`config.mk`:
```
export PLATFORM = sky130hd
export DESIGN_NAME = line_follow_pid_steering_unit
export DESIGN_NICKNAME = d
export VERILOG_FILES = /design/src/hdl/lfps_pkg.sv /design/src/hdl/lfps_position.sv /design/src/hdl/lfps_mac.sv /design/src/hdl/line_follow_pid_steering_unit.sv
export SDC_FILE = /design/constraint.sdc
export NUM_CORES = 2
export LEC_CHECK = 0
export BUFFER_PORTS_ARGS = -buffer_cell sky130_fd_sc_hd__buf_4
export CAP_MARGIN = 10
export CORE_MARGIN = 2
export CORE_UTILIZATION = 50
export CTS_CLUSTER_SIZE = 14
export DETAILED_ROUTE_END_ITERATION = 10
export GPL_ROUTABILITY_DRIVEN = 0
export GPL_TIMING_DRIVEN = 0
export PLACE_DENSITY = 0.63
export SYNTH_ARGS = -nofsm -noshare
export SYNTH_HDL_FRONTEND = slang
export SYNTH_HIERARCHICAL = 1
export SYNTH_SLANG_ARGS = --single-unit
```
`constraint.sdc`:
```
create_clock -name clk -period 13.5 [get_ports clk]
set_input_delay 2.7 -clock clk [delete_from_list [all_inputs] [get_ports clk]]
set_output_delay 2.7 -clock clk [all_outputs]
set_load 0.02 [all_outputs]
```
`src/hdl/lfps_pkg.sv`:
```
`default_nettype none
package lfps_pkg;

  localparam int unsigned SAMPLE_W  = 10;
  localparam int unsigned POS_W     = 11;
  localparam int unsigned ERR_W     = 12;
  localparam int unsigned DERR_W    = 13;
  localparam int unsigned SUM_W     = 24;
  localparam int unsigned GAIN_W    = 16;
  localparam int unsigned OPB_W     = 25;
  localparam int unsigned ACC_W     = 42;
  localparam int unsigned CTRL_W    = 10;
  localparam int unsigned NUM_SENS  = 5;

  localparam int unsigned IN_DATA_W  = 56;
  localparam int unsigned OUT_DATA_W = 48;
  localparam int unsigned CFG_IDX_W  = 3;
  localparam int unsigned CFG_DATA_W = 16;

  // register indexes
  localparam logic [CFG_IDX_W-1:0] REG_THRESHOLD = 3'd0;
  localparam logic [CFG_IDX_W-1:0] REG_TARGET    = 3'd1;
  localparam logic [CFG_IDX_W-1:0] REG_KP        = 3'd2;
  localparam logic [CFG_IDX_W-1:0] REG_KI        = 3'd3;
  localparam logic [CFG_IDX_W-1:0] REG_KD        = 3'd4;
  localparam logic [CFG_IDX_W-1:0] REG_TOP_SPEED = 3'd5;

  // register reset values
  localparam logic [SAMPLE_W-1:0] THRESHOLD_RST = 10'd800;
  localparam logic [POS_W-1:0]    TARGET_RST    = 11'd768;
  localparam logic [GAIN_W-1:0]   KP_RST        = 16'd51200;
  localparam logic [GAIN_W-1:0]   KI_RST        = 16'd51;
  localparam logic [GAIN_W-1:0]   KD_RST        = 16'd30720;
  localparam logic [7:0]          TOP_SPEED_RST = 8'd200;
  localparam logic [POS_W-1:0]    CENTER_POS    = 11'd768;

  // motor direction codes
  localparam logic [1:0] DIR_CW  = 2'd1;
  localparam logic [1:0] DIR_CCW = 2'd2;

  localparam logic [7:0]        FULL_SPEED  = 8'd255;
  localparam logic [8:0]        CTRL_LIMIT  = 9'd510;
  localparam logic [ACC_W-1:0]  LIMIT_Q16   = 42'd33423360;  // 510 << 16
  localparam logic signed [SUM_W-1:0] SUM_MAX = 24'sh7FFFFF;
  localparam logic signed [SUM_W-1:0] SUM_MIN = 24'sh800000;

  // reciprocals for position divide by 3 and by 5
  localparam logic [16:0] RECIP3 = 17'd43691;  // ceil(2^17/3)
  localparam logic [17:0] RECIP5 = 18'd52429;  // ceil(2^18/5)

  typedef logic [SAMPLE_W-1:0] sample_t;

  typedef enum logic [3:0] {
    S_IDLE,
    S_POS,
    S_ERR,
    S_P,
    S_I,
    S_D,
    S_CLAMP,
    S_MAP,
    S_DUTY_L,
    S_DUTY_R,
    S_OUT
  } state_t;

  typedef struct packed {
    logic en;
    logic clear;
  } mac_ctrl_t;

  // floor(x / 255), exact for x up to 255 * 255
  function automatic logic [7:0] div255(input logic [15:0] x);
    logic [16:0] t;
    t = {1'b0, x} + 17'd1 + {9'd0, x[15:8]};
    return t[15:8];
  endfunction

endpackage
`default_nettype wire

```
`src/hdl/lfps_position.sv`:
```
`default_nettype none
module lfps_position (
  input  wire lfps_pkg::sample_t             samples [lfps_pkg::NUM_SENS],
  input  wire logic [lfps_pkg::SAMPLE_W-1:0] threshold,
  output logic                               found,
  output logic [lfps_pkg::POS_W-1:0]         position
);

  logic [2:0]  count;
  logic [3:0]  wsum;
  logic [11:0] scaled;
  logic [28:0] prod3;
  logic [29:0] prod5;

  always_comb begin
    count = 3'd0;
    wsum  = 4'd0;
    for (int i = 0; i < lfps_pkg::NUM_SENS; i++) begin
      if (samples[i] > threshold) begin
        count = count + 3'd1;
        wsum  = wsum + 4'(i + 1);
      end
    end
  end

  assign scaled = {wsum, 8'd0};
  assign prod3  = {17'd0, scaled} * {12'd0, lfps_pkg::RECIP3};
  assign prod5  = {18'd0, scaled} * {12'd0, lfps_pkg::RECIP5};
  assign found  = (count != 3'd0);

  always_comb begin
    unique case (count)
      3'd1:    position = scaled[10:0];
      3'd2:    position = scaled[11:1];
      3'd3:    position = prod3[27:17];
      3'd4:    position = {1'b0, scaled[11:2]};
      3'd5:    position = prod5[28:18];
      default: position = '0;
    endcase
  end

endmodule
`default_nettype wire

```
`src/hdl/lfps_mac.sv`:
```
`default_nettype none
module lfps_mac (
  input  wire                                    clk,
  input  wire lfps_pkg::mac_ctrl_t               ctrl,
  input  wire logic [lfps_pkg::GAIN_W-1:0]       op_a,
  input  wire logic signed [lfps_pkg::OPB_W-1:0] op_b,
  output logic signed [lfps_pkg::ACC_W-1:0]      acc
);

  logic signed [lfps_pkg::ACC_W-1:0] product;

  assign product = $signed({1'b0, op_a}) * op_b;

  always_ff @(posedge clk) begin
    if (ctrl.en) begin
      acc <= ctrl.clear ? product : acc + product;
    end
  end

endmodule
`default_nettype wire

```
`src/hdl/line_follow_pid_steering_unit.sv`:
```
`default_nettype none
// Line follower steering: five reflectance samples in, motor commands out.
// Input transfer on s_axis: tdata carries sample_one..sample_five, 10 bits
// each, sample_one in the lowest bits. One result transfer on m_axis per
// input transfer, in order.
// Registers are written over the cfg channel (cfg_index, cfg_data); cfg_ready
// is always high. Write them only while the block is idle.
// Each item walks a sequencer through position, error, three multiply-
// accumulate steps (P, I, D), clamp, motor mapping and two duty multiplies;
// the multiplies all share one 16x25 multiply-accumulate unit.
// s_axis_tready is high only in the idle state, so a new item is not
// accepted until the last one has left its final step.
// A finished result sits in the output register; the next item is accepted
// and computed meanwhile and waits in its last step until that register is
// taken, so a stalled receiver holds the input side off after one item.
// Reset (rst, synchronous) restores register defaults, clears the integral
// and previous error, sets the last position to center (3.0) and empties
// the output register.
module line_follow_pid_steering_unit (
  input  wire                                   clk,
  input  wire                                   rst,
  input  wire                                   s_axis_tvalid,
  output logic                                  s_axis_tready,
  // sample_one, sample_two, sample_three, sample_four, sample_five, pad
  input  wire logic [lfps_pkg::IN_DATA_W-1:0]   s_axis_tdata,
  output logic                                  m_axis_tvalid,
  input  wire                                   m_axis_tready,
  // left_direction, left_duty, right_direction, right_duty, line_found,
  // position_used, steering_value, pad
  output logic [lfps_pkg::OUT_DATA_W-1:0]       m_axis_tdata,
  input  wire                                   cfg_valid,
  output logic                                  cfg_ready,
  input  wire logic [lfps_pkg::CFG_IDX_W-1:0]   cfg_index,
  input  wire logic [lfps_pkg::CFG_DATA_W-1:0]  cfg_data
);

  // configuration
  logic [lfps_pkg::SAMPLE_W-1:0] threshold;
  logic [lfps_pkg::POS_W-1:0]    target;
  logic [lfps_pkg::GAIN_W-1:0]   kp, ki, kd;
  logic [7:0]                    top_speed;

  lfps_pkg::state_t state, state_next;
  lfps_pkg::sample_t samples [lfps_pkg::NUM_SENS];

  logic                              pos_found;
  logic [lfps_pkg::POS_W-1:0]        pos_calc;
  logic                              found;
  logic [lfps_pkg::POS_W-1:0]        position;
  logic [lfps_pkg::POS_W-1:0]        last_position;
  logic signed [lfps_pkg::ERR_W-1:0] err;
  logic signed [lfps_pkg::ERR_W-1:0] last_error;
  logic signed [lfps_pkg::SUM_W-1:0] error_sum;
  logic signed [lfps_pkg::DERR_W-1:0] derr;
  logic signed [lfps_pkg::SUM_W:0]   sum_wide;
  logic signed [lfps_pkg::SUM_W-1:0] sum_sat;

  lfps_pkg::mac_ctrl_t               mac_ctrl;
  logic [lfps_pkg::GAIN_W-1:0]       mac_a;
  logic signed [lfps_pkg::OPB_W-1:0] mac_b;
  logic signed [lfps_pkg::ACC_W-1:0] acc;

  logic                              acc_neg;
  logic [lfps_pkg::ACC_W-1:0]        acc_mag;
  logic [8:0]                        ctrl_mag;
  logic signed [lfps_pkg::CTRL_W-1:0] ctrl_next;
  logic signed [lfps_pkg::CTRL_W-1:0] ctrl_val;

  logic [1:0] ldir, rdir, ldir_next, rdir_next;
  logic [7:0] lspd, rspd, lspd_next, rspd_next;
  logic [7:0] lduty;
  logic [7:0] rduty;
  logic       out_free;

  assign cfg_ready = 1'b1;

  always_ff @(posedge clk) begin
    if (rst) begin
      threshold <= lfps_pkg::THRESHOLD_RST;
      target    <= lfps_pkg::TARGET_RST;
      kp        <= lfps_pkg::KP_RST;
      ki        <= lfps_pkg::KI_RST;
      kd        <= lfps_pkg::KD_RST;
      top_speed <= lfps_pkg::TOP_SPEED_RST;
    end else if (cfg_valid) begin
      unique case (cfg_index)
        lfps_pkg::REG_THRESHOLD: threshold <= cfg_data[lfps_pkg::SAMPLE_W-1:0];
        lfps_pkg::REG_TARGET:    target    <= cfg_data[lfps_pkg::POS_W-1:0];
        lfps_pkg::REG_KP:        kp        <= cfg_data;
        lfps_pkg::REG_KI:        ki        <= cfg_data;
        lfps_pkg::REG_KD:        kd        <= cfg_data;
        lfps_pkg::REG_TOP_SPEED: top_speed <= cfg_data[7:0];
        default: ;
      endcase
    end
  end

  lfps_position u_position (
    .samples   (samples),
    .threshold (threshold),
    .found     (pos_found),
    .position  (pos_calc)
  );

  lfps_mac u_mac (
    .clk  (clk),
    .ctrl (mac_ctrl),
    .op_a (mac_a),
    .op_b (mac_b),
    .acc  (acc)
  );

  assign out_free = !m_axis_tvalid || m_axis_tready;

  // next state
  always_comb begin
    state_next = state;
    unique case (state)
      lfps_pkg::S_IDLE:   if (s_axis_tvalid) state_next = lfps_pkg::S_POS;
      lfps_pkg::S_POS:    state_next = lfps_pkg::S_ERR;
      lfps_pkg::S_ERR:    state_next = lfps_pkg::S_P;
      lfps_pkg::S_P:      state_next = lfps_pkg::S_I;
      lfps_pkg::S_I:      state_next = lfps_pkg::S_D;
      lfps_pkg::S_D:      state_next = lfps_pkg::S_CLAMP;
      lfps_pkg::S_CLAMP:  state_next = lfps_pkg::S_MAP;
      lfps_pkg::S_MAP:    state_next = lfps_pkg::S_DUTY_L;
      lfps_pkg::S_DUTY_L: state_next = lfps_pkg::S_DUTY_R;
      lfps_pkg::S_DUTY_R: state_next = lfps_pkg::S_OUT;
      lfps_pkg::S_OUT:    if (out_free) state_next = lfps_pkg::S_IDLE;
      default:            state_next = lfps_pkg::S_IDLE;
    endcase
  end

  function automatic logic signed [lfps_pkg::DERR_W-1:0] DERR_EXT(
      input logic signed [lfps_pkg::ERR_W-1:0] v);
    return {v[lfps_pkg::ERR_W-1], v};
  endfunction

  assign derr = DERR_EXT(err) - DERR_EXT(last_error);

  // outputs of the sequencer: handshake and shared unit operands
  always_comb begin
    s_axis_tready = 1'b0;
    mac_ctrl      = '{en: 1'b0, clear: 1'b0};
    mac_a         = '0;
    mac_b         = '0;
    unique case (state)
      lfps_pkg::S_IDLE: s_axis_tready = 1'b1;
      lfps_pkg::S_P: begin
        mac_ctrl = '{en: 1'b1, clear: 1'b1};
        mac_a    = kp;
        mac_b    = {{(lfps_pkg::OPB_W-lfps_pkg::ERR_W){err[lfps_pkg::ERR_W-1]}}, err};
      end
      lfps_pkg::S_I: begin
        mac_ctrl = '{en: 1'b1, clear: 1'b0};
        mac_a    = ki;
        mac_b    = {error_sum[lfps_pkg::SUM_W-1], error_sum};
      end
      lfps_pkg::S_D: begin
        mac_ctrl = '{en: 1'b1, clear: 1'b0};
        mac_a    = kd;
        mac_b    = {{(lfps_pkg::OPB_W-lfps_pkg::DERR_W){derr[lfps_pkg::DERR_W-1]}}, derr};
      end
      lfps_pkg::S_DUTY_L: begin
        mac_ctrl = '{en: 1'b1, clear: 1'b1};
        mac_a    = {8'd0, top_speed};
        mac_b    = {17'd0, lspd};
      end
      lfps_pkg::S_DUTY_R: begin
        mac_ctrl = '{en: 1'b1, clear: 1'b1};
        mac_a    = {8'd0, top_speed};
        mac_b    = {17'd0, rspd};
      end
      default: ;
    endcase
  end

  // clamp to +-510.0 and truncate toward zero
  assign acc_neg   = acc[lfps_pkg::ACC_W-1];
  assign acc_mag   = acc_neg ? lfps_pkg::ACC_W'(-acc) : lfps_pkg::ACC_W'(acc);
  assign ctrl_mag  = (acc_mag > lfps_pkg::LIMIT_Q16) ? lfps_pkg::CTRL_LIMIT : acc_mag[24:16];
  assign ctrl_next = acc_neg ? -$signed({1'b0, ctrl_mag}) : $signed({1'b0, ctrl_mag});

  assign sum_wide = {error_sum[lfps_pkg::SUM_W-1], error_sum}
                  + {{(lfps_pkg::SUM_W+1-lfps_pkg::ERR_W){err[lfps_pkg::ERR_W-1]}}, err};
  assign sum_sat  = (sum_wide[lfps_pkg::SUM_W] != sum_wide[lfps_pkg::SUM_W-1])
                  ? (sum_wide[lfps_pkg::SUM_W] ? lfps_pkg::SUM_MIN : lfps_pkg::SUM_MAX)
                  : sum_wide[lfps_pkg::SUM_W-1:0];

  // differential motor mapping
  always_comb begin
    if (ctrl_val > 10'sd0) begin
      if (ctrl_val > 10'sd255) begin
        ldir_next = lfps_pkg::DIR_CW;
        lspd_next = 8'(ctrl_val - 10'sd255);
      end else begin
        ldir_next = lfps_pkg::DIR_CCW;
        lspd_next = 8'(10'sd255 - ctrl_val);
      end
      rdir_next = lfps_pkg::DIR_CW;
      rspd_next = lfps_pkg::FULL_SPEED;
    end else begin
      if (ctrl_val < -10'sd255) begin
        rdir_next = lfps_pkg::DIR_CCW;
        rspd_next = 8'(-(ctrl_val + 10'sd255));
      end else begin
        rdir_next = lfps_pkg::DIR_CW;
        rspd_next = 8'(10'sd255 + ctrl_val);
      end
      ldir_next = lfps_pkg::DIR_CCW;
      lspd_next = lfps_pkg::FULL_SPEED;
    end
  end

  // control state
  always_ff @(posedge clk) begin
    if (rst) begin
      state         <= lfps_pkg::S_IDLE;
      error_sum     <= '0;
      last_error    <= '0;
      last_position <= lfps_pkg::CENTER_POS;
      m_axis_tvalid <= 1'b0;
    end else begin
      state <= state_next;
      if (state == lfps_pkg::S_POS) begin
        last_position <= pos_found ? pos_calc : last_position;
      end
      if (state == lfps_pkg::S_CLAMP) begin
        error_sum  <= sum_sat;
        last_error <= err;
      end
      if (state == lfps_pkg::S_OUT && out_free) begin
        m_axis_tvalid <= 1'b1;
      end else if (m_axis_tready) begin
        m_axis_tvalid <= 1'b0;
      end
    end
  end

  // payload
  always_ff @(posedge clk) begin
    if (state == lfps_pkg::S_IDLE && s_axis_tvalid) begin
      for (int i = 0; i < lfps_pkg::NUM_SENS; i++) begin
        samples[i] <= s_axis_tdata[i*lfps_pkg::SAMPLE_W +: lfps_pkg::SAMPLE_W];
      end
    end
    if (state == lfps_pkg::S_POS) begin
      found    <= pos_found;
      position <= pos_found ? pos_calc : last_position;
    end
    if (state == lfps_pkg::S_ERR) begin
      err <= $signed({1'b0, target}) - $signed({1'b0, position});
    end
    if (state == lfps_pkg::S_CLAMP) begin
      ctrl_val <= ctrl_next;
    end
    if (state == lfps_pkg::S_MAP) begin
      ldir <= ldir_next;
      rdir <= rdir_next;
      lspd <= lspd_next;
      rspd <= rspd_next;
    end
    if (state == lfps_pkg::S_DUTY_R) begin
      lduty <= lfps_pkg::div255(acc[15:0]);
    end
    if (state == lfps_pkg::S_OUT && out_free) begin
      m_axis_tdata <= {6'd0, ctrl_val, position, found,
                       rduty, rdir, lduty, ldir};
    end
  end

  assign rduty = lfps_pkg::div255(acc[15:0]);

endmodule
`default_nettype wire

```
==> out/results.txt <==
# clock sinks: 325
Power Density: 75.6 mW/mm^2
WP data required: 13.83 ns
Gr ovfl total: 0
Vias in the first global route: 28027
Crit-path slowest cell: o21ai_0
Place WS: 1.52 ns
Synth warn: 6
Startpoint Class: register
Row count: 97
Root Driver: clkbuf_16
Top post-synthesis cells by area: fa_1 (22%), edfxtp_1 (17%), ha_1 (10%)
Global-route wire length before repair: 160 mm
#FFs+latches synth: 325
Slowest Stage Delay on Critical Path: 0.96 ns
Power share of the clock group: 0.363
Clock transition at the registers of the reported paths: 0.06 ns
Initial DRC Count: 2292
Maximum number of pins on one net before global-route repair: 31
Dpl hpwl: 79.8 mm
WS Path Type: reg -> reg
Post-synth ARST share: 0
Count leader, synth: inv_1
RSZ-0062 raised after global routing: false
DRC Markers: 0
Final #Nets: 4851
Cell taking the most area after synthesis: fa_1
Die H: 271 um
Critical path endpoint category: register
Final clock period utilization by the worst path: 0.897
Combinational power share: 0.245
MaxCap Viol Count: 0
Mapped Cells: 3918
Num CTS Buffers: 38
H-tree levels: 2
Distinct cells, synth: 115
Endpoints failing hold: 0
Switching Power: 0.000951 W
Initial Util: 0.506
Peak supply drop: 0.000101 V
Synth Cell Area: 0.0356 mm^2
Setup TNS: 0 ns
Synth Flop Type: edfxtp_1
Leak Pwr: 17.6 nW
Vias: 28302
Wire length per cell: 19.9 um
Most common library cells after synthesis: inv_1 (608), nand2_1 (576), fa_1 (396)
Antenna violation net count after detailed routing: 0
Clock Skew: 0.0508 ns
Die W: 271 um
CP Max Fanout: 10
Post-synth EDFFs: 196
Core ar.: 0.0703 mm^2
Via/cell ratio: 5.59
Relative slew slack: 0.155
Hold-fix buffers, CTS: 0
Flop pwr share: 0.392
Final WS setup: 1.39 ns
Min Tclk post-route: 12.11 ns
Min-delay worst type: reg -> reg
Crit path top cell by count: fa_1
Detailed Route WL: 100 mm
Setup Viol. Count Final: 0
Clk_lat worst skew: 0.59 ns
Clock Path Buffers: 3
Postcts setup bufs: 0
Port Buffers: 116
Die area: 0.0733 mm^2
Run status: completed
Worst-margin pin slew: 1.25 ns
Layout cell share with drive strength beyond 1: 0.0755
WP data arrival: 12.44 ns
Fmax: 0.0826 GHz
Post-synthesis sequential area ratio: 0.238
CTS tree: done
Hold slack final: 0.419 ns
Switch share: 0.321
ANT cells: 0
Initial antenna violation count: 1
Post-synth top area share: 0.223
Pins over their slew limit: 0
TritonRoute pass-1 iters: 6
GRT Total Usage: 0.278
Syn_area_per_cell: 9.08 um^2
Cell Int Power: 0.00201 W
# IOs: 131
Area Overhead vs Synth: 10.1%
Post-CTS Resized: 0
==> kinds of logic after synthesis <==
group,Yosys count,synth area share
AND/OR/NAND/NOR,1230,0.167
flip-flops,325,0.238
XOR/XNOR,158,0.0406
buffers and inverters,772,0.0832
AO/OA/AOI/OAI,696,0.132
adder cells (fa/ha/maj),704,0.330
multiplexers,31,0.00960
other,2,0.000211
==> worst max-delay path, delay by kind of cell, from the launching register on <==
family                   cells  cell delay, ns
AO/OA/AOI/OAI               16            4.06
XOR/XNOR                     3            0.56
flip-flops                   1            0.45
multiplexers                 1            0.26
buffers and inverters        7            1.08
AND/OR/NAND/NOR              5            1.03
adder cells (fa/ha/maj)     10            4.42
==> per-layer routing <==
metal / global-route usage / wire, um
met1: 0.404 / 45900
met4: 0.0759 / 2770
met2: 0.431 / 44600
met3: 0.0432 / 7170
met5: 0 / 9
==> area by class of cell <==
class,instances,area (um^2)
Clock buffer,40,958
Timing Repair Buffer,127,1050
Sequential cell,325,8470
Inverter,611,2290
Tap cell,940,1180
Fill cell,6373,31100
Clock inverter,30,342
Multi-Input combinational cell,2826,24200
Buffer,161,666
==> stage by stage <==
| step | total power, W | std cells | util | cell area, um^2 |
|---|---|---|---|---|
| 2_1_floorplan | 0.00168 | 3923 | - | 35600 |
| 3_3_place_gp | 0.00188 | 4979 | 0.536 | 37600 |
| 3_5_place_dp | 0.00189 | 4989 | 0.539 | 37800 |
| 4_1_cts | 0.00297 | 5059 | 0.557 | 39100 |
| 5_1_grt | 0.00310 | 5060 | 0.557 | 39200 |
| 6_report | 0.00296 | 5060 | 0.557 | 39200 |
==> sequential cells by signal, summed over array words and instances (netlist names), 10 cells and up <==
signal,count
last_position,11
m_axis_tdata,42
u_mac/acc,42
kp,16
ki,16
error_sum,24
threshold,10
target,11
err,12
kd,16
ctrl_val,10
samples,50
position,11
last_error,12
==> worst paths after layout <==
| path | slack [ns] | cells past startpoint | endpoint | from |
|---|---|---|---|---|
| worst max register to register | 1.39 | 42 | u_mac/acc[39] | err[0] |
| worst min register to register | 0.42 | 0 | m_axis_tdata[8] | lduty[6] |
| worst min-delay path | 0.42 | 0 | m_axis_tdata[8] | lduty[6] |
| worst max-delay path | 1.39 | 42 | u_mac/acc[39] | err[0] |
==> power groups by stage <==
stage / logic, W / clock network (W) / registers, W
after floorplan: 0.000519 / 0 / 0.00116
after global placement: 0.000691 / 0 / 0.00118
after detailed placement: 0.000709 / 0 / 0.00118
after CTS: 0.000716 / 0.00110 / 0.00116
after global routing: 0.000799 / 0.00113 / 0.00117
final: 0.000725 / 0.00107 / 0.00116
==> cells in the final DEF, fill, tap and decap left out, types with 61 or more instances in the layout <==
master | synthesis | routed
fa_1 | 396 | 396
nor3_1 | 62 | 61
nor2_1 | 157 | 155
xnor2_1 | 88 | 88
edfxtp_1 | 196 | 196
o21ai_0 | 118 | 117
a21oi_1 | 221 | 220
ha_1 | 285 | 285
nand2_1 | 576 | 576
and2_1 | 175 | 175
inv_1 | 608 | 608
clkbuf_1 | 140 | 142
xor2_1 | 65 | 65
buf_4 | 8 | 128
dfxtp_1 | 129 | 129
Note: power is estimated with default switching activity, not from simulation.
